## src/rtl/core/svr_pkg.sv

```systemverilog
// Package for the spherical vector register: payload types, constants and helper functions.
package svr_pkg;

   // Number of CORDIC iterations per pass (12 to 32).
   localparam int CORDIC_STEPS = 24;
   // Width that output coordinates saturate to (at most 32 is used).
   localparam int COORD_WIDTH  = 32;
   localparam int OUT_W        = (COORD_WIDTH > 32) ? 32 : COORD_WIDTH;
   localparam int STEP_W       = $clog2(CORDIC_STEPS);

   // Internal coordinates are Q.20 in 48 bits, internal angles degrees Q.20 in 30 bits.
   localparam int IW = 48;
   localparam int AW = 30;

   localparam logic signed [AW-1:0] DEG90     = 30'sd94371840;
   localparam logic signed [AW-1:0] DEG180    = 30'sd188743680;
   localparam logic signed [15:0]   ANG_LIMIT = 16'sd23040;
   localparam logic [23:0]          GAIN_Q24  = 24'd10187857;

   localparam logic signed [AW-1:0] ATAN_TABLE [32] = '{
      30'sd47185920, 30'sd27855475, 30'sd14718068, 30'sd7471121,
      30'sd3750059,  30'sd1876857,  30'sd938658,   30'sd469357,
      30'sd234682,   30'sd117342,   30'sd58671,    30'sd29335,
      30'sd14668,    30'sd7334,     30'sd3667,     30'sd1833,
      30'sd917,      30'sd458,      30'sd229,      30'sd115,
      30'sd57,       30'sd29,       30'sd14,       30'sd7,
      30'sd4,        30'sd2,        30'sd1,        30'sd0,
      30'sd0,        30'sd0,        30'sd0,        30'sd0
   };

   typedef enum logic [1:0] {
      OP_SET_SPH  = 2'd0,
      OP_SET_CART = 2'd1,
      OP_ADD_CART = 2'd2,
      OP_NONE     = 2'd3
   } svr_op_type;

   typedef struct packed {
      logic [1:0]          operation;
      logic signed [31:0]  coord_x;
      logic signed [31:0]  coord_y;
      logic signed [31:0]  coord_z;
      logic [31:0]         new_distance;
      logic signed [15:0]  new_azimuth;
      logic signed [15:0]  new_elevation;
   } svr_req_type;

   typedef struct packed {
      logic signed [31:0]  out_x;
      logic signed [31:0]  out_y;
      logic signed [31:0]  out_z;
      logic [31:0]         out_distance;
      logic signed [15:0]  out_azimuth;
      logic signed [15:0]  out_elevation;
      logic                saturated;
   } svr_rsp_type;

   typedef struct packed {
      logic                clip;
      logic signed [31:0]  value;
   } svr_sat_type;

   typedef struct packed {
      logic                clip;
      logic [31:0]         value;
   } svr_dist_type;

   // Degrees Q.20 to Q9.7, rounded half up and clamped to +-180 degrees.
   function automatic logic signed [15:0] angle_out(logic signed [AW-1:0] a);
      logic signed [AW-1:0] s;
      logic signed [AW-14:0] q;
      s = a + AW'(4096);
      q = s[AW-1:13];
      if (q > (AW-13)'(ANG_LIMIT))
         return ANG_LIMIT;
      else if (q < -(AW-13)'(ANG_LIMIT))
         return -ANG_LIMIT;
      else
         return q[15:0];
   endfunction

   // Q.20 coordinate to Q15.16, rounded and saturated to OUT_W bits.
   function automatic svr_sat_type coord_out(logic signed [IW-1:0] v);
      localparam logic signed [IW-1:0] LIM = IW'((64'sd1 <<< (OUT_W - 1)) - 64'sd1);
      logic signed [IW-1:0] r;
      svr_sat_type o;
      r = (v + IW'(8)) >>> 4;
      o.clip = 1'b0;
      if (r > LIM) begin
         r = LIM;
         o.clip = 1'b1;
      end else if (r < -LIM - IW'(1)) begin
         r = -LIM - IW'(1);
         o.clip = 1'b1;
      end
      o.value = r[31:0];
      return o;
   endfunction

   // Q.20 magnitude to unsigned Q16.16 distance, rounded and saturated.
   function automatic svr_dist_type dist_out(logic signed [IW-1:0] v);
      logic signed [IW-1:0] r;
      svr_dist_type o;
      r = (v + IW'(8)) >>> 4;
      o.clip = 1'b0;
      if (r < 0)
         o.value = '0;
      else if (r > IW'(64'sh0000_0000_FFFF_FFFF)) begin
         o.value = 32'hFFFF_FFFF;
         o.clip = 1'b1;
      end else
         o.value = r[31:0];
      return o;
   endfunction

endpackage

```

## src/rtl/core/spherical_vector_register.sv

```systemverilog
// Spherical vector register with a shared iterative CORDIC unit for coordinate conversion.
// One pass is a setup step, the CORDIC iterations, the gain multiply and a final step.
// Set spherical and no-op items take two passes, set Cartesian four and add displacement
// six; one item is in work at a time.
// The next beat can be accepted in the cycle after the result loads.
// Reset (synchronous) clears the stored vector to zero and empties the result register.
module spherical_vector_register (
   input  logic                 clock,
   input  logic                 reset,
   input  logic                 req_valid,
   output logic                 req_stall,
   input  svr_pkg::svr_req_type req_data,
   output logic                 rsp_valid,
   input  logic                 rsp_stall,
   output svr_pkg::svr_rsp_type rsp_data
);
   import svr_pkg::*;

   // Sequencer phases. Each conversion pass runs START, ITER, GAIN, NEXT.
   typedef enum logic [2:0] {
      S_IDLE,
      S_CART,
      S_START,
      S_ITER,
      S_GAIN,
      S_NEXT,
      S_OUT
   } state_type;

   // Which conversion pass the CORDIC unit is running.
   typedef enum logic [1:0] {
      P_EL_ROT,
      P_AZ_ROT,
      P_AZ_VEC,
      P_EL_VEC
   } pass_type;

   state_type             state_ff;
   pass_type              pass_ff;
   logic                  final_ff;
   logic                  zero_ff;
   logic [STEP_W-1:0]     step_ff;
   logic [1:0]            gsub_ff;

   // CORDIC working registers.
   logic signed [IW-1:0]  px_ff;
   logic signed [IW-1:0]  py_ff;
   logic signed [AW-1:0]  pa_ff;

   // Gained results and the partial product of the split gain multiply.
   logic signed [IW-1:0]  gx_ff;
   logic signed [IW-1:0]  gy_ff;
   logic [24:0]           part_ff;

   // Vertical coordinate held while the horizontal pass runs, and the displacement.
   logic signed [IW-1:0]  hold_y_ff;
   logic signed [IW-1:0]  dx_ff;
   logic signed [IW-1:0]  dy_ff;
   logic signed [IW-1:0]  dz_ff;

   // Stored vector.
   logic [31:0]           dist_ff;
   logic signed [15:0]    az_ff;
   logic signed [15:0]    el_ff;

   logic                  clip_ff;
   logic signed [31:0]    ox_ff;
   logic signed [31:0]    oy_ff;
   logic signed [31:0]    oz_ff;

   logic                  rsp_valid_ff;
   svr_rsp_type           rsp_ff;

   // One CORDIC micro-rotation, shared by both modes; only the direction rule differs:
   // rotation turns toward zero angle, vectoring turns toward zero y.
   logic                  cw;
   logic signed [IW-1:0]  sh_x;
   logic signed [IW-1:0]  sh_y;
   logic signed [AW-1:0]  atan_step;
   logic                  rot_mode;

   assign rot_mode  = (pass_ff == P_EL_ROT) || (pass_ff == P_AZ_ROT);
   assign cw        = rot_mode ? (pa_ff >= 0) : (py_ff <= 0);
   assign sh_x      = py_ff >>> step_ff;
   assign sh_y      = px_ff >>> step_ff;
   assign atan_step = ATAN_TABLE[5'(step_ff)];

   // Gain multiply: the 48-bit value is split into a low unsigned half and a high
   // signed half, each multiplied by the 24-bit gain on one shared multiplier.
   logic signed [IW-1:0]  gsrc;
   logic signed [24:0]    mul_a;
   logic signed [49:0]    prod;
   logic signed [49:0]    round_lo;
   logic signed [49:0]    sum_hi;

   assign gsrc     = gsub_ff[1] ? py_ff : px_ff;
   assign mul_a    = gsub_ff[0] ? {gsrc[IW-1], gsrc[IW-1:24]} : {1'b0, gsrc[23:0]};
   assign prod     = mul_a * $signed({1'b0, GAIN_Q24});
   assign round_lo = (prod + 50'sd8388608) >>> 24;
   assign sum_hi   = prod + $signed({25'd0, part_ff});

   // Rounded and saturated views at the end of passes.
   svr_sat_type           sat_x;
   svr_sat_type           sat_y;
   svr_sat_type           sat_z;
   svr_dist_type          dist_sat;
   logic signed [AW-1:0]  vec_ang;

   assign sat_x    = coord_out(gx_ff);
   assign sat_y    = coord_out(hold_y_ff);
   assign sat_z    = coord_out(gy_ff);
   assign dist_sat = dist_out(gx_ff);

   always_comb begin
      vec_ang = pa_ff;
      if (vec_ang > DEG180)
         vec_ang = DEG180;
      else if (vec_ang < -DEG180)
         vec_ang = -DEG180;
      if (zero_ff)
         vec_ang = '0;
   end

   // Input angle clamping for loading spherical values.
   logic signed [15:0]    in_az;
   logic signed [15:0]    in_el;
   logic                  in_clip;

   always_comb begin
      in_az   = req_data.new_azimuth;
      in_el   = req_data.new_elevation;
      in_clip = 1'b0;
      if (in_az > ANG_LIMIT) begin
         in_az = ANG_LIMIT;
         in_clip = 1'b1;
      end else if (in_az < -ANG_LIMIT) begin
         in_az = -ANG_LIMIT;
         in_clip = 1'b1;
      end
      if (in_el > ANG_LIMIT) begin
         in_el = ANG_LIMIT;
         in_clip = 1'b1;
      end else if (in_el < -ANG_LIMIT) begin
         in_el = -ANG_LIMIT;
         in_clip = 1'b1;
      end
   end

   logic                  req_take;
   logic signed [IW-1:0]  in_cx;
   logic signed [IW-1:0]  in_cy;
   logic signed [IW-1:0]  in_cz;

   assign req_take = req_valid && !req_stall;
   assign in_cx    = {{(IW-36){req_data.coord_x[31]}}, req_data.coord_x, 4'b0};
   assign in_cy    = {{(IW-36){req_data.coord_y[31]}}, req_data.coord_y, 4'b0};
   assign in_cz    = {{(IW-36){req_data.coord_z[31]}}, req_data.coord_z, 4'b0};

   always_ff @(posedge clock) begin
      if (reset) begin
         state_ff     <= S_IDLE;
         rsp_valid_ff <= 1'b0;
         dist_ff      <= '0;
         az_ff        <= '0;
         el_ff        <= '0;
      end else begin
         // The result register empties on its accepting edge unless a new result loads.
         if (rsp_valid_ff && !rsp_stall && (state_ff != S_OUT))
            rsp_valid_ff <= 1'b0;

         unique case (state_ff)
            S_IDLE: begin
               if (req_take) begin
                  clip_ff <= (req_data.operation == OP_SET_SPH) && in_clip;
                  dx_ff   <= in_cx;
                  dy_ff   <= in_cy;
                  dz_ff   <= in_cz;
                  final_ff <= (req_data.operation != OP_ADD_CART);
                  unique case (svr_op_type'(req_data.operation))
                     OP_SET_SPH: begin
                        dist_ff  <= req_data.new_distance;
                        az_ff    <= in_az;
                        el_ff    <= in_el;
                        state_ff <= S_CART;
                     end
                     OP_SET_CART: begin
                        // Straight to the horizontal vectoring pass on (x, z).
                        px_ff     <= in_cx;
                        py_ff     <= in_cz;
                        hold_y_ff <= in_cy;
                        pass_ff   <= P_AZ_VEC;
                        state_ff  <= S_START;
                     end
                     OP_ADD_CART, OP_NONE: begin
                        state_ff <= S_CART;
                     end
                     default: state_ff <= S_CART;
                  endcase
               end
            end

            // Begin a spherical to Cartesian conversion of the stored vector.
            S_CART: begin
               px_ff    <= {{(IW-36){1'b0}}, dist_ff, 4'b0};
               py_ff    <= '0;
               pa_ff    <= {{(AW-29){el_ff[15]}}, el_ff, 13'b0};
               pass_ff  <= P_EL_ROT;
               state_ff <= S_START;
            end

            // Bring the operand into the range the iterations converge over.
            S_START: begin
               step_ff <= '0;
               if (rot_mode) begin
                  if (pa_ff > DEG90) begin
                     px_ff <= -px_ff;
                     py_ff <= -py_ff;
                     pa_ff <= pa_ff - DEG180;
                  end else if (pa_ff < -DEG90) begin
                     px_ff <= -px_ff;
                     py_ff <= -py_ff;
                     pa_ff <= pa_ff + DEG180;
                  end
               end else begin
                  zero_ff <= (px_ff == 0) && (py_ff == 0);
                  if (px_ff < 0) begin
                     pa_ff <= (py_ff >= 0) ? DEG180 : -DEG180;
                     px_ff <= -px_ff;
                     py_ff <= -py_ff;
                  end else
                     pa_ff <= '0;
               end
               state_ff <= S_ITER;
            end

            S_ITER: begin
               if (cw) begin
                  px_ff <= px_ff - sh_x;
                  py_ff <= py_ff + sh_y;
                  pa_ff <= pa_ff - atan_step;
               end else begin
                  px_ff <= px_ff + sh_x;
                  py_ff <= py_ff - sh_y;
                  pa_ff <= pa_ff + atan_step;
               end
               step_ff <= step_ff + STEP_W'(1);
               if (step_ff == STEP_W'(CORDIC_STEPS - 1)) begin
                  gsub_ff  <= '0;
                  state_ff <= S_GAIN;
               end
            end

            // Low half of x, high half of x, low half of y, high half of y.
            S_GAIN: begin
               if (!gsub_ff[0])
                  part_ff <= round_lo[24:0];
               else if (!gsub_ff[1])
                  gx_ff <= sum_hi[IW-1:0];
               else
                  gy_ff <= sum_hi[IW-1:0];
               gsub_ff <= gsub_ff + 2'd1;
               if (gsub_ff == 2'd3)
                  state_ff <= S_NEXT;
            end

            S_NEXT: begin
               unique case (pass_ff)
                  P_EL_ROT: begin
                     hold_y_ff <= gy_ff;
                     px_ff     <= gx_ff;
                     py_ff     <= '0;
                     pa_ff     <= {{(AW-29){az_ff[15]}}, az_ff, 13'b0};
                     pass_ff   <= P_AZ_ROT;
                     state_ff  <= S_START;
                  end
                  P_AZ_ROT: begin
                     if (final_ff) begin
                        ox_ff    <= sat_x.value;
                        oy_ff    <= sat_y.value;
                        oz_ff    <= sat_z.value;
                        clip_ff  <= clip_ff | sat_x.clip | sat_y.clip | sat_z.clip;
                        state_ff <= S_OUT;
                     end else begin
                        // Add the displacement, then convert back to spherical form.
                        px_ff     <= gx_ff + dx_ff;
                        py_ff     <= gy_ff + dz_ff;
                        hold_y_ff <= hold_y_ff + dy_ff;
                        pass_ff   <= P_AZ_VEC;
                        state_ff  <= S_START;
                     end
                  end
                  P_AZ_VEC: begin
                     az_ff    <= angle_out(vec_ang);
                     px_ff    <= gx_ff;
                     py_ff    <= hold_y_ff;
                     pass_ff  <= P_EL_VEC;
                     state_ff <= S_START;
                  end
                  P_EL_VEC: begin
                     el_ff    <= angle_out(vec_ang);
                     dist_ff  <= dist_sat.value;
                     clip_ff  <= clip_ff | dist_sat.clip;
                     final_ff <= 1'b1;
                     state_ff <= S_CART;
                  end
                  default: state_ff <= S_IDLE;
               endcase
            end

            // Hand the result over once the output register is free.
            S_OUT: begin
               if (!rsp_valid_ff || !rsp_stall) begin
                  rsp_ff.out_x         <= ox_ff;
                  rsp_ff.out_y         <= oy_ff;
                  rsp_ff.out_z         <= oz_ff;
                  rsp_ff.out_distance  <= dist_ff;
                  rsp_ff.out_azimuth   <= az_ff;
                  rsp_ff.out_elevation <= el_ff;
                  rsp_ff.saturated     <= clip_ff;
                  rsp_valid_ff         <= 1'b1;
                  state_ff             <= S_IDLE;
               end
            end

            default: state_ff <= S_IDLE;
         endcase
      end
   end

   assign req_stall = (state_ff != S_IDLE);
   assign rsp_valid = rsp_valid_ff;
   assign rsp_data  = rsp_ff;

endmodule

```

## config.mk

```make
export PLATFORM = sky130hd
export DESIGN_NAME = spherical_vector_register
export DESIGN_NICKNAME = d
export VERILOG_FILES = /design/src/rtl/core/svr_pkg.sv /design/src/rtl/core/spherical_vector_register.sv
export SDC_FILE = /design/constraint.sdc
export NUM_CORES = 2
export LEC_CHECK = 0
export BUFFER_PORTS_ARGS = -buffer_cell sky130_fd_sc_hd__clkbuf_2
export CORE_UTILIZATION = 60
export DETAILED_ROUTE_END_ITERATION = 7
export PLACE_DENSITY = 0.81
export SLEW_MARGIN = 40
export SYNTH_ARGS = -nofsm -noshare
export SYNTH_HDL_FRONTEND = slang
export SYNTH_SLANG_ARGS = --single-unit
```

## constraint.sdc

```tcl
create_clock -name clock -period 38.1 [get_ports clock]
set_input_delay 1.905 -clock clock [delete_from_list [all_inputs] [get_ports clock]]
set_output_delay 1.905 -clock clock [all_outputs]
set_load 0.02 [all_outputs]
```

==> out/qor.csv <==
stage;metric;value;unit
worst_setup_path;start_kind;flip-flop;
synth;synth.largest_area_cell;edfxtp_1;
route;viasPerCell;6.919;
synth;synthFlopType;edfxtp_1;
placement;hpwl;215.7;mm
clock_tree;clkSlewWorstSetupHoldPaths;0.06;ns
worst_setup_path;crit_path_max_incr_delay;0.56;ns
global_route;grt_antenna_before_repair;33;
global_route;grt_max_degree;162;
worst_hold_path;min_from;ox_ff[28];
floorplanning;die_w;345.8;µm
synth;synth_common_cells;edfxtp_1 (660), a21oi_1 (594), nor2_1 (590), nand2_1 (584), ha_1 (577);
synth;synth_fp_nets;8618;
floorplanning;fp-row-count;125;
worst_setup_path;r2r_end;gx_ff[47];
floorplanning;dieArea;119600;µm²
worst_setup_path;path_class;reg -> reg;
synth;ys_seq_area_frac;0.2987;
floorplanning;die_height;345.8;µm
worst_setup_path;rrSetupSlack;28.71;ns
synth;synth_area_leaders;edfxtp_1 (28%), ha_1 (10%), fa_1 (6.9%);
clock_tree;cts_buffers;82;
worst_setup_path;worstPathRequired;38.53;ns
job;cap_violations;0;
clock_tree;htreeDepth;3;
worst_setup_path;crit_top_cell;fa_1;
final_layout;fillCellCount;9431;
global_route;grt_pass1_wl;401.9;mm
synth;async_flop_share;0;
clock_tree;cts.sinks;728;
worst_hold_path;worstHoldPathCells;0;
route;drc_errors;0;
synth;synth_top_cell_area_share;0.2795;
worst_setup_path;cp_slowest_cell;fa_1;
timing;rsz0062_at_grt;no;
synth;synth_cells;7631;
synth;avgSynthCellArea;9.293;µm²
route;routed.top_layer;met5;
timing;max_freq;0.1065;GHz
placement;gp_congestion;1.097;
worst_hold_path;worstHoldPathType;reg -> reg;
timing;tightest_slew;0.9731;ns
global_route;grt_usage;0.4510;
final_layout;drive_gt1_frac;0.1185;
timing;final.period_utilization;0.2466;
worst_setup_path;cp_max_fo;22;
worst_hold_path;hold_end;rsp_data[157];
synth;yosys_warnings;0;
timing;fin_skew;0.05616;ns
synth;synth_edf_count;660;
worst_setup_path;r2r.worst_path.cells;28;
final_layout;nNetsFinal;8796;
timing;hold_viol_final;0;
timing;setup_tns;0;ns
synth;ys_seq_elements;728;
route;dr.pass1.iters;8;
route;postRouteWirelength;276.0;mm
worst_setup_path;worst-endpoint-arrival;9.83;ns
clock_tree;hold_buffers;0;
route;dr_wl_met2;119.9;mm
synth;synth.most_common_cell;edfxtp_1;
final_layout;final_cell_count_no_fill;9427;
route;wl_met3;33.84;mm
route;vias;65223;
clock_tree;cts_tree;built;
clock_tree;cts_setup_buffers;0;
route;wl_per_cell;29.28;µm
clock_tree;clk_latency;0.75;ns
floorplanning;num_io_pins;329;
timing;hold_ws;0.4171;ns
floorplanning;start_util;0.6078;
timing;final.min_clock_period;9.394;ns
synth;yosysUniqueCellTypes;102;
global_route;grt_pass1_vias;61417;
synth;syn_area;70910;µm²
global_route;grt-ovfl-total;0;
final_layout;area_delta_synth_final;9.021;%
timing;setup_viol_count_final;0;
worst_setup_path;reg2reg_from;px_ff[47];
route;drtAntennaViolNets;0;
placement;portBuffers;328;
outcome;status;completed;
clock_tree;ctsRootBufferMaster;clkbuf_16;
clock_tree;clock_path_buffers;3;
placement;place_inst;9245;
timing;slew_headroom;0.3466;
floorplanning;core_area;116700;µm²
route;drt_iter0_markers;9334;
timing;slew_viol_final;0;
clock_tree;ctsResizeCount;0;
worst_setup_path;critPathCaptureType;flip-flop;
route;met1_length;101.1;mm
==> area by class of cell <==
| cell class | instances | area [µm²] | area share |
|---|---|---|---|
| multi-input combinational | 5982 | 46490 | 0.6013 |
| sequential | 728 | 21180 | 0.2740 |
| timing repair buffer | 488 | 2967 | 0.03837 |
| clock buffer | 96 | 2176 | 0.02814 |
| inverter | 527 | 1978 | 0.02559 |
| tap | 1524 | 1907 | 0.02466 |
| clock inverter | 52 | 535.5 | 0.006927 |
| antenna | 30 | 75.07 | 0.0009710 |
==> worst max-delay path, delay by kind of cell, from the launching register on <==
kind | cells | cell delay [ns]
AO/OA/AOI/OAI | 3 | 0.93
adder cells (fa/ha/maj) | 8 | 3.90
buffers and inverters | 7 | 1.11
XOR/XNOR | 2 | 0.65
AND/OR/NAND/NOR | 8 | 2.13
flip-flops | 1 | 0.35
==> registers in the layout (all words and copies together), names as in the netlist, 5 cells and up <==
| name | cells |
|---|---|
| az_ff | 16 |
| dist_ff | 32 |
| dx_ff | 32 |
| dy_ff | 32 |
| dz_ff | 32 |
| el_ff | 16 |
| gx_ff | 48 |
| gy_ff | 48 |
| hold_y_ff | 48 |
| ox_ff | 32 |
| oy_ff | 32 |
| oz_ff | 32 |
| pa_ff | 30 |
| part_ff | 25 |
| px_ff | 48 |
| py_ff | 48 |
| rsp_data | 161 |
| step_ff | 5 |
==> through the flow <==
stage,setup WS (ns),util,cell area (µm²)
finish,28.71,0.6626,77310
global route,28.22,0.6621,77250
CTS,28.65,0.6607,77080
detailed placement,28.72,0.6374,74370
global placement,28.71,0.6358,74180
floorplan,9.526,-,70910
==> cells by family (layout without fill, tap and decap cells) <==
logic type / Yosys count / count (layout) / share of synthesized area
and+or+nand+nor: 2095 / 2095 / 0.1426
xor gates and xnor gates: 658 / 658 / 0.08127
DFF: 728 / 728 / 0.2987
other: 0 / 30 / 0
buffers and inverters: 921 / 1163 / 0.05087
AOI/OAI and AO/OA: 2113 / 2113 / 0.1895
adders and majority gates: 821 / 821 / 0.1707
muxes: 295 / 295 / 0.06636
==> layer usage <==
metal / track usage / vias up
met5: 0.0008003 / -
met4: 0.2913 / 24
met1: 0.5697 / 31258
met2: 0.6829 / 4516
met3: 0.1213 / 1069
li1: - / 28356
==> worst max-delay path by stage <==
stage / startpoint / end / slack (ns) / cells past startpoint
floorplan: reset / rsp_data[0] / 9.53 / 2
global placement: gsub_ff[1] / part_ff[23] / 28.71 / 25
detailed placement: gsub_ff[1] / part_ff[23] / 28.72 / 25
CTS: gsub_ff[1] / gx_ff[47] / 28.65 / 25
global route: px_ff[47] / part_ff[23] / 28.22 / 28
finish: px_ff[47] / gx_ff[47] / 28.71 / 28
==> layout by cell type, fill, tap and decap left out, types with 29 or more instances in the layout <==
master | synthesis | final
nor2b_1 | 79 | 79
o21ai_0 | 491 | 489
nand3_1 | 159 | 159
nor4_1 | 55 | 50
mux2_2 | 47 | 47
or3_1 | 42 | 42
dfxtp_1 | 68 | 66
nand2b_1 | 77 | 77
clkbuf_16 | 0 | 84
o211ai_1 | 43 | 43
o31ai_1 | 30 | 29
fa_1 | 244 | 244
o22ai_1 | 62 | 62
a21o_1 | 212 | 212
nand2_1 | 584 | 580
nor2_1 | 590 | 579
and3_1 | 87 | 86
clkbuf_2 | 0 | 327
diode_2 | 0 | 30
xnor2_1 | 359 | 353
ha_1 | 577 | 576
o21bai_1 | 48 | 48
edfxtp_1 | 660 | 660
a211oi_1 | 118 | 116
a31oi_1 | 63 | 61
nand4_1 | 89 | 89
mux4_2 | 135 | 135
and2_1 | 46 | 46
mux2i_1 | 112 | 112
a21oi_1 | 594 | 590
a22oi_1 | 53 | 53
buf_4 | 9 | 149
a221oi_1 | 47 | 47
o21a_1 | 80 | 80
xor2_1 | 299 | 292
nor3_1 | 154 | 151
inv_1 | 526 | 524
Power is not shown: default switching activity piles up to over one toggle a cycle in this logic, so the estimate is an artifact.
